$ cat config.mk
export PLATFORM = sky130hd
export DESIGN_NAME = forwarded_header_client_ip_parser_unit_flat
export DESIGN_NICKNAME = d
export VERILOG_FILES = /design/src/rtl/core/fhc_pkg.sv /design/src/rtl/core/fhc_if.sv /design/src/rtl/core/forwarded_header_client_ip_parser_unit.sv /design/src/rtl/core/fhc_ram.sv /design/src/flat_wrapper.sv
export SDC_FILE = /design/constraint.sdc
export NUM_CORES = 2
export LEC_CHECK = 0
export BUFFER_PORTS_ARGS = -buffer_cell sky130_fd_sc_hd__buf_2
export CELL_PAD_IN_SITES_DETAIL_PLACEMENT = 0
export CELL_PAD_IN_SITES_GLOBAL_PLACEMENT = 1
export CORE_ASPECT_RATIO = 0.9
export CORE_MARGIN = 8
export CORE_UTILIZATION = 51
export DETAILED_ROUTE_END_ITERATION = 12
export PLACE_DENSITY = 0.86
export REMOVE_ABC_BUFFERS = 1
export SLEW_MARGIN = 15
export SYNTH_ARGS = -nofsm -noshare
export SYNTH_HDL_FRONTEND = slang
export SYNTH_HIERARCHICAL = 1
export SYNTH_SLANG_ARGS = --single-unit
$ cat constraint.sdc
create_clock -name clk -period 4.6 [get_ports clk]
set_input_delay 0.92 -clock clk [delete_from_list [all_inputs] [get_ports clk]]
set_output_delay 0.92 -clock clk [all_outputs]
set_load 0.01 [all_outputs]
$ cat src/rtl/core/fhc_pkg.sv
// Package for the forwarded header client address parser.
// Holds scanner and sequencer state types, address range constants and the
// character helpers shared by the parser datapath. No dependencies.
package fhc_pkg;

  // Header scanner states.
  typedef enum logic [2:0] {
    SC_BETWEEN,
    SC_KEY,
    SC_BEFORE,
    SC_TOKEN,
    SC_QUOTED
  } scan_t;

  // Capture phase of the current value text.
  typedef enum logic [1:0] {
    PH_NONE,
    PH_PLAIN,
    PH_BRACKET,
    PH_DONE
  } phase_t;

  // Sequencer states.
  typedef enum logic [2:0] {
    C_IDLE,
    C_FETCH,
    C_STEP,
    C_FINISH,
    C_EXPAND,
    C_CHECK,
    C_OUT
  } ctrl_t;

  // Running state of one dotted IPv4 parse.
  typedef struct packed {
    logic        fail;
    logic        saw;
    logic [2:0]  octets;
    logic [7:0]  val;
    logic [31:0] addr;
  } v4_t;

  localparam v4_t V4_INIT = '{fail: 1'b0, saw: 1'b0, octets: 3'd0, val: 8'd0, addr: 32'd0};

  localparam logic [7:0] CH_SPACE  = 8'h20;
  localparam logic [7:0] CH_SEMI   = 8'h3B;
  localparam logic [7:0] CH_COMMA  = 8'h2C;
  localparam logic [7:0] CH_EQUAL  = 8'h3D;
  localparam logic [7:0] CH_QUOTE  = 8'h22;
  localparam logic [7:0] CH_BSLASH = 8'h5C;
  localparam logic [7:0] CH_LBRACK = 8'h5B;
  localparam logic [7:0] CH_RBRACK = 8'h5D;
  localparam logic [7:0] CH_COLON  = 8'h3A;
  localparam logic [7:0] CH_DOT    = 8'h2E;
  localparam logic [7:0] CH_LOWER  = 8'h20;

  localparam logic [31:0] NET_10    = 32'h0A000000;
  localparam logic [31:0] NET_172   = 32'hAC100000;
  localparam logic [31:0] NET_192   = 32'hC0A80000;
  localparam logic [31:0] NET_LOOP  = 32'h7F000000;
  localparam logic [31:0] NET_LINK  = 32'hA9FE0000;
  localparam logic [31:0] MASK_8    = 32'hFF000000;
  localparam logic [31:0] MASK_12   = 32'hFFF00000;
  localparam logic [31:0] MASK_16   = 32'hFFFF0000;
  localparam logic [7:0]  LL6_B0    = 8'hFE;
  localparam logic [7:0]  LL6_B1    = 8'h80;
  localparam logic [7:0]  LL6_MASK  = 8'hC0;
  localparam logic [7:0]  ULA_B0    = 8'hFC;
  localparam logic [7:0]  ULA_MASK  = 8'hFE;

  function automatic logic is_sep(input logic [7:0] c);
    return (c == CH_SPACE) || (c == CH_SEMI) || (c == CH_COMMA);
  endfunction

  function automatic logic is_digit(input logic [7:0] c);
    return (c >= 8'h30) && (c <= 8'h39);
  endfunction

  function automatic logic is_hex(input logic [7:0] c);
    return is_digit(c) || ((c >= 8'h61) && (c <= 8'h66)) || ((c >= 8'h41) && (c <= 8'h46));
  endfunction

  // Nibble value of a hex digit; letters have bit 6 set.
  function automatic logic [3:0] hex_val(input logic [7:0] c);
    logic [3:0] r;
    if (c[6]) begin
      r = c[3:0] + 4'd9;
    end else begin
      r = c[3:0];
    end
    return r;
  endfunction

  // Letter of the key word "for" at a given position.
  function automatic logic [7:0] for_letter(input logic [2:0] pos);
    logic [7:0] r;
    case (pos)
      3'd0:    r = 8'h66;
      3'd1:    r = 8'h6F;
      default: r = 8'h72;
    endcase
    return r;
  endfunction

  // Byte of an IPv4 word, first octet at offset zero.
  function automatic logic [7:0] v4_byte(input logic [31:0] a, input logic [1:0] off);
    logic [7:0] r;
    case (off)
      2'd0:    r = a[31:24];
      2'd1:    r = a[23:16];
      2'd2:    r = a[15:8];
      default: r = a[7:0];
    endcase
    return r;
  endfunction

  // One character step of a dotted IPv4 parse.
  function automatic v4_t v4_step(input v4_t s, input logic [7:0] c);
    v4_t         r;
    logic [11:0] nv;
    r  = s;
    nv = ({4'd0, s.val} << 3) + ({4'd0, s.val} << 1) + {8'd0, c[3:0]};
    if (!s.fail) begin
      if (is_digit(c)) begin
        if ((s.saw && (s.val == 8'd0)) || (nv > 12'd255)) begin
          r.fail = 1'b1;
        end else if (!s.saw && (s.octets == 3'd4)) begin
          r.fail = 1'b1;
        end else begin
          r.val = nv[7:0];
          if (!s.saw) begin
            r.octets = s.octets + 3'd1;
            r.saw    = 1'b1;
          end
          case (r.octets)
            3'd1:    r.addr[31:24] = nv[7:0];
            3'd2:    r.addr[23:16] = nv[7:0];
            3'd3:    r.addr[15:8]  = nv[7:0];
            default: r.addr[7:0]   = nv[7:0];
          endcase
        end
      end else if ((c == CH_DOT) && s.saw) begin
        if (s.octets == 3'd4) begin
          r.fail = 1'b1;
        end else begin
          r.val = 8'd0;
          r.saw = 1'b0;
        end
      end else begin
        r.fail = 1'b1;
      end
    end
    return r;
  endfunction

  function automatic logic private_v4(input logic [31:0] a);
    return ((a & MASK_8) == NET_10) || ((a & MASK_12) == NET_172) ||
           ((a & MASK_16) == NET_192) || ((a & MASK_8) == NET_LOOP) ||
           ((a & MASK_16) == NET_LINK);
  endfunction

endpackage

$ cat src/rtl/core/fhc_if.sv
// Stream interfaces for the forwarded header client address parser.
// Input carries header characters, output carries the result item.
// No dependencies.
interface fhc_in_if;
  logic       valid;
  logic       ready;
  logic [7:0] byte_value;
  logic       last_byte;
  modport source (output valid, output byte_value, output last_byte, input ready);
  modport sink (input valid, input byte_value, input last_byte, output ready);
endinterface

interface fhc_out_if;
  logic        valid;
  logic        ready;
  logic        found;
  logic        is_v6;
  logic [63:0] address_high;
  logic [63:0] address_low;
  modport source (output valid, output found, output is_v6, output address_high,
                  output address_low, input ready);
  modport sink (input valid, input found, input is_v6, input address_high,
                input address_low, output ready);
endinterface

$ cat src/rtl/core/forwarded_header_client_ip_parser_unit.sv
// Forwarded header client address parser, top level.
// Uses fhc_pkg, the stream interfaces in fhc_if.sv and the fhc_ram buffer.
//
// Header characters are taken one per cycle while no captured value is being
// evaluated. When a for= value ends, its text (at most TEXT_MAX characters)
// is walked out of the fhc_ram text buffer, a fetch and a step state per
// character, by one character parser that runs the IPv4 and IPv6 rules side
// by side. A last fetch and a finish state close the text, the expand state
// opens the IPv6 zero gap one byte a cycle, and a check state classifies
// the address.
// The item marked last yields one result item; no input is taken while the
// result waits, and once it is taken the parser is back in its reset state.
module forwarded_header_client_ip_parser_unit #(
  parameter int TEXT_MAX = 46
) (
  input logic clk,
  input logic rst,
  fhc_in_if.sink    in_ch,
  fhc_out_if.source out_ch
);

  localparam int AW = $clog2(TEXT_MAX);
  localparam int LW = $clog2(TEXT_MAX + 1);

  fhc_pkg::ctrl_t  state, state_next;
  fhc_pkg::scan_t  scan, scan_n;
  fhc_pkg::phase_t phase, ph_n;

  logic          key_is_for, kif_n;
  logic [2:0]    key_length, klen_n;
  logic          escape, esc_n;
  logic [LW-1:0] text_length, len_n;
  logic          overflow, ovf_n;
  logic          found_flag, found_v6;
  logic [63:0]   found_hi, found_lo;

  logic          do_cap, eval_req, eval_go, store_we;
  logic [AW-1:0] store_addr;
  logic [7:0]    c;
  logic          in_fire, out_fire;

  // Parse datapath registers.
  logic [LW-1:0] idx;
  logic          pend_last;
  fhc_pkg::v4_t  v4m, v4s;
  logic          v6_fail, lead, colon_last, tail, gap_vld;
  logic [4:0]    tp, gap;
  logic [2:0]    xd;
  logic [15:0]   hval;
  logic [7:0]    v6b [16];
  logic [7:0]    ch;

  logic          fin_fail, put_tail, put_grp;
  logic [4:0]    tp_fin;

  logic          cand_ok, cand_v6;
  logic [63:0]   cand_hi, cand_lo;

  assign c        = in_ch.byte_value;
  assign in_fire  = in_ch.valid && in_ch.ready;
  assign out_fire = out_ch.valid && out_ch.ready;

  // Header scanner: next values for one character.
  always_comb begin
    fhc_pkg::phase_t ph_c;
    scan_n     = scan;
    kif_n      = key_is_for;
    klen_n     = key_length;
    esc_n      = escape;
    len_n      = text_length;
    ph_n       = phase;
    ovf_n      = overflow;
    do_cap     = 1'b0;
    eval_req   = 1'b0;
    store_we   = 1'b0;
    store_addr = text_length[AW-1:0];
    ph_c       = phase;
    unique case (scan)
      fhc_pkg::SC_KEY: begin
        if (c == fhc_pkg::CH_EQUAL) begin
          kif_n  = key_is_for && (key_length == 3'd3);
          scan_n = fhc_pkg::SC_BEFORE;
        end else begin
          if ((key_length < 3'd3) &&
              ((c | fhc_pkg::CH_LOWER) != fhc_pkg::for_letter(key_length))) begin
            kif_n = 1'b0;
          end
          if (key_length < 3'd4) begin
            klen_n = key_length + 3'd1;
          end
        end
      end
      fhc_pkg::SC_BEFORE: begin
        ph_n  = fhc_pkg::PH_NONE;
        len_n = '0;
        ovf_n = 1'b0;
        esc_n = 1'b0;
        if (c == fhc_pkg::CH_QUOTE) begin
          scan_n = fhc_pkg::SC_QUOTED;
        end else if (fhc_pkg::is_sep(c)) begin
          scan_n = fhc_pkg::SC_BETWEEN;
        end else begin
          do_cap = 1'b1;
          scan_n = fhc_pkg::SC_TOKEN;
        end
      end
      fhc_pkg::SC_TOKEN: begin
        if (fhc_pkg::is_sep(c) || in_ch.last_byte) begin
          do_cap   = !fhc_pkg::is_sep(c);
          eval_req = 1'b1;
          scan_n   = fhc_pkg::SC_BETWEEN;
        end else begin
          do_cap = 1'b1;
        end
      end
      fhc_pkg::SC_QUOTED: begin
        if (escape) begin
          do_cap = 1'b1;
          esc_n  = 1'b0;
        end else if (c == fhc_pkg::CH_QUOTE) begin
          eval_req = 1'b1;
          scan_n   = fhc_pkg::SC_BETWEEN;
        end else begin
          do_cap = 1'b1;
          esc_n  = (c == fhc_pkg::CH_BSLASH);
        end
      end
      default: begin
        if (!fhc_pkg::is_sep(c)) begin
          klen_n = 3'd1;
          kif_n  = ((c | fhc_pkg::CH_LOWER) == fhc_pkg::for_letter(3'd0));
          scan_n = fhc_pkg::SC_KEY;
        end
      end
    endcase

    // Value capture: bracketed text up to ']', plain text up to ':'.
    if (do_cap) begin
      ph_c = ph_n;
      if (ph_c == fhc_pkg::PH_NONE) begin
        if (c == fhc_pkg::CH_LBRACK) begin
          ph_n = fhc_pkg::PH_BRACKET;
          ph_c = fhc_pkg::PH_DONE;
        end else begin
          ph_c = fhc_pkg::PH_PLAIN;
          ph_n = fhc_pkg::PH_PLAIN;
        end
      end
      if (((ph_c == fhc_pkg::PH_PLAIN) && (c == fhc_pkg::CH_COLON)) ||
          ((ph_c == fhc_pkg::PH_BRACKET) && (c == fhc_pkg::CH_RBRACK))) begin
        ph_n = fhc_pkg::PH_DONE;
      end else if ((ph_c == fhc_pkg::PH_PLAIN) || (ph_c == fhc_pkg::PH_BRACKET)) begin
        if (len_n < LW'(TEXT_MAX)) begin
          store_we   = 1'b1;
          store_addr = len_n[AW-1:0];
          len_n      = len_n + 1'b1;
        end else begin
          ovf_n = 1'b1;
        end
      end
    end
  end

  assign eval_go = eval_req && key_is_for && !ovf_n && (len_n != '0) &&
                   ((ph_n == fhc_pkg::PH_PLAIN) || (ph_n == fhc_pkg::PH_DONE));

  fhc_ram #(
    .WIDTH (8),
    .DEPTH (TEXT_MAX)
  ) u_text (
    .clk   (clk),
    .we    (in_fire && !found_flag && store_we),
    .waddr (store_addr),
    .wdata (c),
    .raddr (idx[AW-1:0]),
    .rdata (ch)
  );

  // End of text: flush the last group or the IPv4 tail.
  always_comb begin
    fin_fail = v6_fail;
    put_tail = 1'b0;
    put_grp  = 1'b0;
    tp_fin   = tp;
    if ((idx == '0) || (lead && (idx == LW'(1))) || colon_last) begin
      fin_fail = 1'b1;
    end
    if (tail) begin
      if (v4s.fail || (v4s.octets != 3'd4)) begin
        fin_fail = 1'b1;
      end else begin
        put_tail = 1'b1;
        tp_fin   = tp + 5'd4;
      end
    end else if (xd != 3'd0) begin
      if (tp > 5'd14) begin
        fin_fail = 1'b1;
      end else begin
        put_grp = 1'b1;
        tp_fin  = tp + 5'd2;
      end
    end
    if (gap_vld && (tp_fin == 5'd16)) begin
      fin_fail = 1'b1;
    end
  end

  // Address classification.
  always_comb begin
    logic [31:0] a;
    logic        mapped, zero10, loop6;
    cand_ok = 1'b0;
    cand_v6 = 1'b0;
    cand_hi = '0;
    cand_lo = '0;
    zero10  = 1'b1;
    loop6   = 1'b1;
    for (int k = 0; k < 10; k++) begin
      if (v6b[k] != 8'd0) zero10 = 1'b0;
    end
    for (int k = 0; k < 15; k++) begin
      if (v6b[k] != 8'd0) loop6 = 1'b0;
    end
    loop6 = loop6 && (v6b[15] == 8'd1);
    if (!v4m.fail && (v4m.octets == 3'd4)) begin
      mapped = 1'b1;
      a      = v4m.addr;
    end else begin
      mapped = zero10 && (v6b[10] == 8'hFF) && (v6b[11] == 8'hFF);
      a      = {v6b[12], v6b[13], v6b[14], v6b[15]};
    end
    if (!v4m.fail && (v4m.octets == 3'd4)) begin
      cand_ok = !fhc_pkg::private_v4(a);
      cand_lo = {32'd0, a};
    end else if (!v6_fail && (tp == 5'd16)) begin
      if (mapped) begin
        cand_ok = !fhc_pkg::private_v4(a);
        cand_lo = {32'd0, a};
      end else begin
        cand_ok = !(loop6 ||
                    ((v6b[0] == fhc_pkg::LL6_B0) &&
                     ((v6b[1] & fhc_pkg::LL6_MASK) == fhc_pkg::LL6_B1)) ||
                    ((v6b[0] & fhc_pkg::ULA_MASK) == fhc_pkg::ULA_B0));
        cand_v6 = 1'b1;
        cand_hi = {v6b[0], v6b[1], v6b[2], v6b[3], v6b[4], v6b[5], v6b[6], v6b[7]};
        cand_lo = {v6b[8], v6b[9], v6b[10], v6b[11], v6b[12], v6b[13], v6b[14], v6b[15]};
      end
    end
  end

  // Sequencer next state.
  always_comb begin
    state_next = state;
    unique case (state)
      fhc_pkg::C_IDLE: begin
        if (in_fire) begin
          if (!found_flag && eval_go) begin
            state_next = fhc_pkg::C_FETCH;
          end else if (in_ch.last_byte) begin
            state_next = fhc_pkg::C_OUT;
          end
        end
      end
      fhc_pkg::C_FETCH: begin
        state_next = (idx == text_length) ? fhc_pkg::C_FINISH : fhc_pkg::C_STEP;
      end
      fhc_pkg::C_STEP: begin
        state_next = (ch == 8'd0) ? fhc_pkg::C_FINISH : fhc_pkg::C_FETCH;
      end
      fhc_pkg::C_FINISH: begin
        state_next = (!fin_fail && gap_vld) ? fhc_pkg::C_EXPAND : fhc_pkg::C_CHECK;
      end
      fhc_pkg::C_EXPAND: begin
        if (tp == 5'd16) state_next = fhc_pkg::C_CHECK;
      end
      fhc_pkg::C_CHECK: begin
        state_next = pend_last ? fhc_pkg::C_OUT : fhc_pkg::C_IDLE;
      end
      fhc_pkg::C_OUT: begin
        if (out_fire) state_next = fhc_pkg::C_IDLE;
      end
      default: state_next = fhc_pkg::C_IDLE;
    endcase
  end

  // Handshake and result outputs.
  always_comb begin
    in_ch.ready         = (state == fhc_pkg::C_IDLE);
    out_ch.valid        = (state == fhc_pkg::C_OUT);
    out_ch.found        = found_flag;
    out_ch.is_v6        = found_flag && found_v6;
    out_ch.address_high = found_flag ? found_hi : 64'd0;
    out_ch.address_low  = found_flag ? found_lo : 64'd0;
  end

  // Control and scanner registers.
  always_ff @(posedge clk) begin
    if (rst || out_fire) begin
      state       <= fhc_pkg::C_IDLE;
      scan        <= fhc_pkg::SC_BETWEEN;
      phase       <= fhc_pkg::PH_NONE;
      key_is_for  <= 1'b0;
      key_length  <= 3'd0;
      escape      <= 1'b0;
      text_length <= '0;
      overflow    <= 1'b0;
      found_flag  <= 1'b0;
      found_v6    <= 1'b0;
      found_hi    <= '0;
      found_lo    <= '0;
    end else begin
      state <= state_next;
      if (in_fire && !found_flag) begin
        scan        <= scan_n;
        phase       <= ph_n;
        key_is_for  <= kif_n;
        key_length  <= klen_n;
        escape      <= esc_n;
        text_length <= len_n;
        overflow    <= ovf_n;
      end
      if ((state == fhc_pkg::C_CHECK) && cand_ok) begin
        found_flag <= 1'b1;
        found_v6   <= cand_v6;
        found_hi   <= cand_hi;
        found_lo   <= cand_lo;
      end
    end
  end

  // Parse datapath: one text character per step.
  always_ff @(posedge clk) begin
    unique case (state)
      fhc_pkg::C_IDLE: begin
        idx        <= '0;
        pend_last  <= in_ch.last_byte;
        v4m        <= fhc_pkg::V4_INIT;
        v4s        <= fhc_pkg::V4_INIT;
        v6_fail    <= 1'b0;
        lead       <= 1'b0;
        colon_last <= 1'b0;
        tail       <= 1'b0;
        gap_vld    <= 1'b0;
        gap        <= 5'd0;
        tp         <= 5'd0;
        xd         <= 3'd0;
        hval       <= 16'd0;
        for (int k = 0; k < 16; k++) v6b[k] <= 8'd0;
      end
      fhc_pkg::C_STEP: begin
        if (ch != 8'd0) begin
          idx <= idx + 1'b1;
          v4m <= fhc_pkg::v4_step(v4m, ch);
          if (!tail && (ch == fhc_pkg::CH_COLON)) begin
            v4s <= fhc_pkg::V4_INIT;
          end else begin
            v4s <= fhc_pkg::v4_step(v4s, ch);
          end
          if (!v6_fail && !tail) begin
            colon_last <= 1'b0;
            if ((idx == '0) && (ch == fhc_pkg::CH_COLON)) begin
              lead <= 1'b1;
            end else if ((idx == LW'(1)) && lead && (ch != fhc_pkg::CH_COLON)) begin
              v6_fail <= 1'b1;
            end else if (fhc_pkg::is_hex(ch)) begin
              if (xd == 3'd4) begin
                v6_fail <= 1'b1;
              end else begin
                hval <= {hval[11:0], fhc_pkg::hex_val(ch)};
                xd   <= xd + 3'd1;
              end
            end else if (ch == fhc_pkg::CH_COLON) begin
              if (xd == 3'd0) begin
                if (gap_vld) begin
                  v6_fail <= 1'b1;
                end else begin
                  gap_vld <= 1'b1;
                  gap     <= tp;
                end
              end else if (tp > 5'd14) begin
                v6_fail <= 1'b1;
              end else begin
                v6b[tp[3:0]]        <= hval[15:8];
                v6b[tp[3:0] + 4'd1] <= hval[7:0];
                tp         <= tp + 5'd2;
                xd         <= 3'd0;
                hval       <= 16'd0;
                colon_last <= 1'b1;
              end
            end else if (ch == fhc_pkg::CH_DOT) begin
              if (tp <= 5'd12) begin
                tail <= 1'b1;
              end else begin
                v6_fail <= 1'b1;
              end
            end else begin
              v6_fail <= 1'b1;
            end
          end
        end
      end
      fhc_pkg::C_FINISH: begin
        v6_fail <= fin_fail;
        tp      <= tp_fin;
        for (int k = 0; k < 16; k++) begin
          if (put_tail && (5'(k) >= tp) && (5'(k) < tp + 5'd4)) begin
            v6b[k] <= fhc_pkg::v4_byte(v4s.addr, 2'(5'(k) - tp));
          end
          if (put_grp && (5'(k) == tp)) v6b[k] <= hval[15:8];
          if (put_grp && (5'(k) == tp + 5'd1)) v6b[k] <= hval[7:0];
        end
      end
      fhc_pkg::C_EXPAND: begin
        // Insert one zero byte at the gap and move the tail up.
        if (tp != 5'd16) begin
          tp <= tp + 5'd1;
          for (int k = 0; k < 16; k++) begin
            if (5'(k) == gap) begin
              v6b[k] <= 8'd0;
            end else if ((5'(k) > gap) && (k > 0)) begin
              v6b[k] <= v6b[k-1];
            end
          end
        end
      end
      default: begin
      end
    endcase
  end

endmodule

$ cat src/rtl/core/fhc_ram.sv
// Generic single-write, single-read RAM with registered read data.
// No dependencies.
module fhc_ram #(
  parameter int WIDTH = 8,
  parameter int DEPTH = 46
) (
  input  logic                     clk,
  input  logic                     we,
  input  logic [$clog2(DEPTH)-1:0] waddr,
  input  logic [WIDTH-1:0]         wdata,
  input  logic [$clog2(DEPTH)-1:0] raddr,
  output logic [WIDTH-1:0]         rdata
);

  logic [WIDTH-1:0] mem [DEPTH];

  always_ff @(posedge clk) begin
    if (we) begin
      mem[waddr] <= wdata;
    end
    rdata <= mem[raddr];
  end

endmodule

$ cat src/flat_wrapper.sv
// flat-port wrapper written by rule: the top's interface ports become plain ports
module forwarded_header_client_ip_parser_unit_flat 
#(
  parameter int TEXT_MAX = 46
)
  (clk, rst, in_ch_valid, in_ch_byte_value, in_ch_last_byte, in_ch_ready, out_ch_valid, out_ch_found, out_ch_is_v6, out_ch_address_high, out_ch_address_low, out_ch_ready);
  fhc_in_if in_ch_i ();
  fhc_out_if out_ch_i ();
  input logic clk;
  input logic rst;
  input wire logic [$bits(in_ch_i.valid)-1:0] in_ch_valid;
  input wire logic [$bits(in_ch_i.byte_value)-1:0] in_ch_byte_value;
  input wire logic [$bits(in_ch_i.last_byte)-1:0] in_ch_last_byte;
  output wire logic [$bits(in_ch_i.ready)-1:0] in_ch_ready;
  output wire logic [$bits(out_ch_i.valid)-1:0] out_ch_valid;
  output wire logic [$bits(out_ch_i.found)-1:0] out_ch_found;
  output wire logic [$bits(out_ch_i.is_v6)-1:0] out_ch_is_v6;
  output wire logic [$bits(out_ch_i.address_high)-1:0] out_ch_address_high;
  output wire logic [$bits(out_ch_i.address_low)-1:0] out_ch_address_low;
  input wire logic [$bits(out_ch_i.ready)-1:0] out_ch_ready;
  assign in_ch_i.valid = in_ch_valid;
  assign in_ch_i.byte_value = in_ch_byte_value;
  assign in_ch_i.last_byte = in_ch_last_byte;
  assign in_ch_ready = in_ch_i.ready;
  assign out_ch_valid = out_ch_i.valid;
  assign out_ch_found = out_ch_i.found;
  assign out_ch_is_v6 = out_ch_i.is_v6;
  assign out_ch_address_high = out_ch_i.address_high;
  assign out_ch_address_low = out_ch_i.address_low;
  assign out_ch_i.ready = out_ch_ready;
  forwarded_header_client_ip_parser_unit #(.TEXT_MAX(TEXT_MAX)) u_core (.clk(clk), .rst(rst), .in_ch(in_ch_i), .out_ch(out_ch_i));
endmodule
==> results.yml <==
timing:
  finalSetupViolCount: 0
  fin_crit_sh_pct: 89.5
  fin_skew_ps: 56.1
  fmax_ghz: 0.243
  hold_ws_ps: 450
  rsz0062_at_grt: "no"
  worst_pin_slew_ps: 1280
  max_slew_margin_pct: 12.6
  drv_slew: 0
  finalCriticalPeriod_ps: 4120
  finalHoldViolations: 0
final_layout:
  multi_input_area_um2: 17600
  drive_above_1_share_pct: 15.5
  num-fill-cells: 6575
  num-nets-final: 3905
  final_area_um2: 46200
  final_core_util_pct: 58.1
  register_area_um2: 22000
  synthToLayoutAreaGrowth_pct: 12.5
floorplanning:
  die_area_um2: 89900
  rows: 98
  fp.dieH_um: 285
  coreArea_um2: 79600
  ioPinCount: 145
  die_w_um: 315
  start_util_pct: 51.6
synthesis:
  yosysTopAreaCell: "edfxtp_1"
  yosysWarnings: 6
  yosysMostFrequentCell: "edfxtp_1"
  synthTopCellsByArea: "edfxtp_1 (46%), dfxtp_1 (7.7%), mux2i_1 (5.1%)"
  ys_seq_area_share_pct: 53.5
  synth_cell_types: 107
  post_synth.cell_area_avg_um2: 11.1
  synth_top_area_share_pct: 45.8
  ys.flop_type: "edfxtp_1"
  synthTopCellsByCount: "edfxtp_1 (627), nor2_1 (361), nand2_1 (266), mux2i_1 (209), clkbuf_1 (190)"
  async_reset_ff_share_pct: 0
  synthCells: 3690
  synth_area_um2: 41100
  synth_edf_count: 627
  ys_ff_latch: 785
status:
  status: "finished, final reports clean"
worst_setup_path:
  critPathKind: "reg -> reg"
  worstPathMaxFanout: 8
  crit_start: "u_core/u_text/rdata[3]"
  cp.required_ps: 4860
  arrival_ps: 4370
  cp-start-kind: "flip-flop"
  reg2reg_from: "u_core/u_text/rdata[3]"
  critPathCaptureType: "flip-flop"
clock_tree:
  post-cts-setup-buffers: 0
  hold_buffers: 0
  numClockSinks: 785
  clock_path_buffers: 3
  clk_pin_slew_ps: 60
  tritoncts: "built"
  worstSkewPairLatency_ps: 670
  root_buffer: "clkbuf_16"
  cts_made_buffers: 81
  ctsResizeCount: 0
  htreeDepth: 3
global_routing:
  grt_pass1_vias: 30500
  grt_remaining_overflow: 0
  gr-usage-all-layers_pct: 28.4
  antenna_found_initial: 6
  grt_pass1_wl_um: 197000
  grt_max_degree: 130
detailed_routing:
  via_count: 32500
  vias_per_cell: 6.58
  wl_um: 133000
  drcViolationCount: 0
  drtIter0Drc: 5398
  ant_nets: 0
  first_pass_iters: 11
  post_drt_wl_per_cell_um: 26.9
job:
  drv_cap: 0
power_and_ir_drop:
  finalPower_uw: 30400
  vdd_drop_max_mv: 0.406
  p_per_area_nw_per_um2: 658
  p_leak_uw: 0.0170
hold_path:
  hold_class: "reg -> reg"
  worstHoldStart: "u_core/found_v6"
place:
  hpwlAfterDp_um: 91300
  place.gp.congestion: 1.04
  numPortBuffers: 144
  dpl-instance-area_um2: 43400
## area by class of cell
class	instances	share of cell area, %
clock buffers	111	4.95
multi-input cells	2546	38.0
repair buffers	342	4.90
clock inverters	38	1.13
well taps	1050	2.84
diodes	2	0.0108
flip-flops and latches	785	47.6
inverters	67	0.544
## sequential cells by signal, indices dropped and copies added, names as in the netlist, 5 cells and up
name and count:
u_core/v4s 45, u_core/text_length 6, u_core/hval 16, u_core/gap 5, u_core/tp 5, u_core/u_text/rdata 8, u_core/found_hi 64, u_core/v4m 45
u_core/found_lo 64, u_core/u_text/mem 368, u_core/idx 6, u_core/v6b 128
## stage by stage
stage               setup TNS, ps  std cells  worst slack [ps]
floorplan                -1104510       3398             -5190
global placement                0       4789               349
detailed placement              0       4789               195
CTS                             0       4938               517
global route                    0       4939               288
finish                          0       4941               484
## cells in the final DEF, fill, tap and decap left out, types with 14 or more instances in the layout
cell	n
edfxtp_1	627
mux2_2	35
o21a_1	20
inv_1	64
o211ai_1	42
clkbuf_1	18
a222oi_1	44
xnor2_1	24
nor2_1	359
a21oi_1	188
buf_2	144
nor3_1	65
o21ai_1	18
and2_1	163
a221oi_1	14
nand2_1	266
buf_4	193
nor4_1	51
nand2b_1	20
a22oi_1	44
ha_1	65
a211oi_1	94
a21o_1	32
dfxtp_1	157
a22o_1	114
nand4_1	48
a31oi_1	43
nand3b_1	14
mux4_2	40
mux2i_1	209
clkbuf_16	84
nor2b_1	34
and3_1	44
or3_1	15
o22ai_1	33
nand3_1	62
o2bb2ai_1	15
o21ai_0	111
## cells by family after synthesis
| logic type | count (synthesis) | share of synthesized area, % |
|---|---|---|
| compound gates | 933 | 16.2 |
| xor+xnor | 32 | 0.682 |
| fa+ha+maj | 69 | 2.17 |
| buf+inv | 359 | 3.84 |
| flops | 785 | 53.5 |
| mux | 295 | 8.85 |
| simple gates | 1217 | 14.7 |
## critical path: stages (launching register included)
cell and delay, ps:
dfxtp_1 490, inv_1 180, fa_1 510, inv_1 70
fa_1 470, a21o_1 210, a21oi_1 230, o21bai_1 110
a21oi_1 150, a21oi_1 50, o21bai_1 190, o211a_1 340
nor2b_1 700
## power by group
group / leakage [µW] / internal (µW) / switching [µW]
Clock: 0.00136 / 3930 / 2910
Sequential: 0.00733 / 9610 / 1670
Combinational: 0.00832 / 4060 / 8220
Total: 0.0170 / 17600 / 12800
## final timing paths
path                          end  slack (ps)  depth (start not counted)
setup / recovery   u_core/v4s[21]         480                         12
hold reg to reg   u_core/found_v6         450                          1
setup reg to reg   u_core/v4s[21]         480                         12
hold / removal    u_core/found_v6         450                          1
## metal layers
| layer | part of all wire, % | routed length [µm] | global-route usage [%] | vias to the layer above |
|---|---|---|---|---|
| li1 | - | - | - | 14400 |
| met1 | 41 | 54900 | 41.0 | 15700 |
| met4 | 3.6 | 4750 | 9.34 | 2 |
| met3 | 13 | 17700 | 8.40 | 378 |
| met5 | 0.014 | 19 | 0 | - |
| met2 | 42 | 55300 | 40.9 | 2124 |
Power figures use the tool's default switching activity.
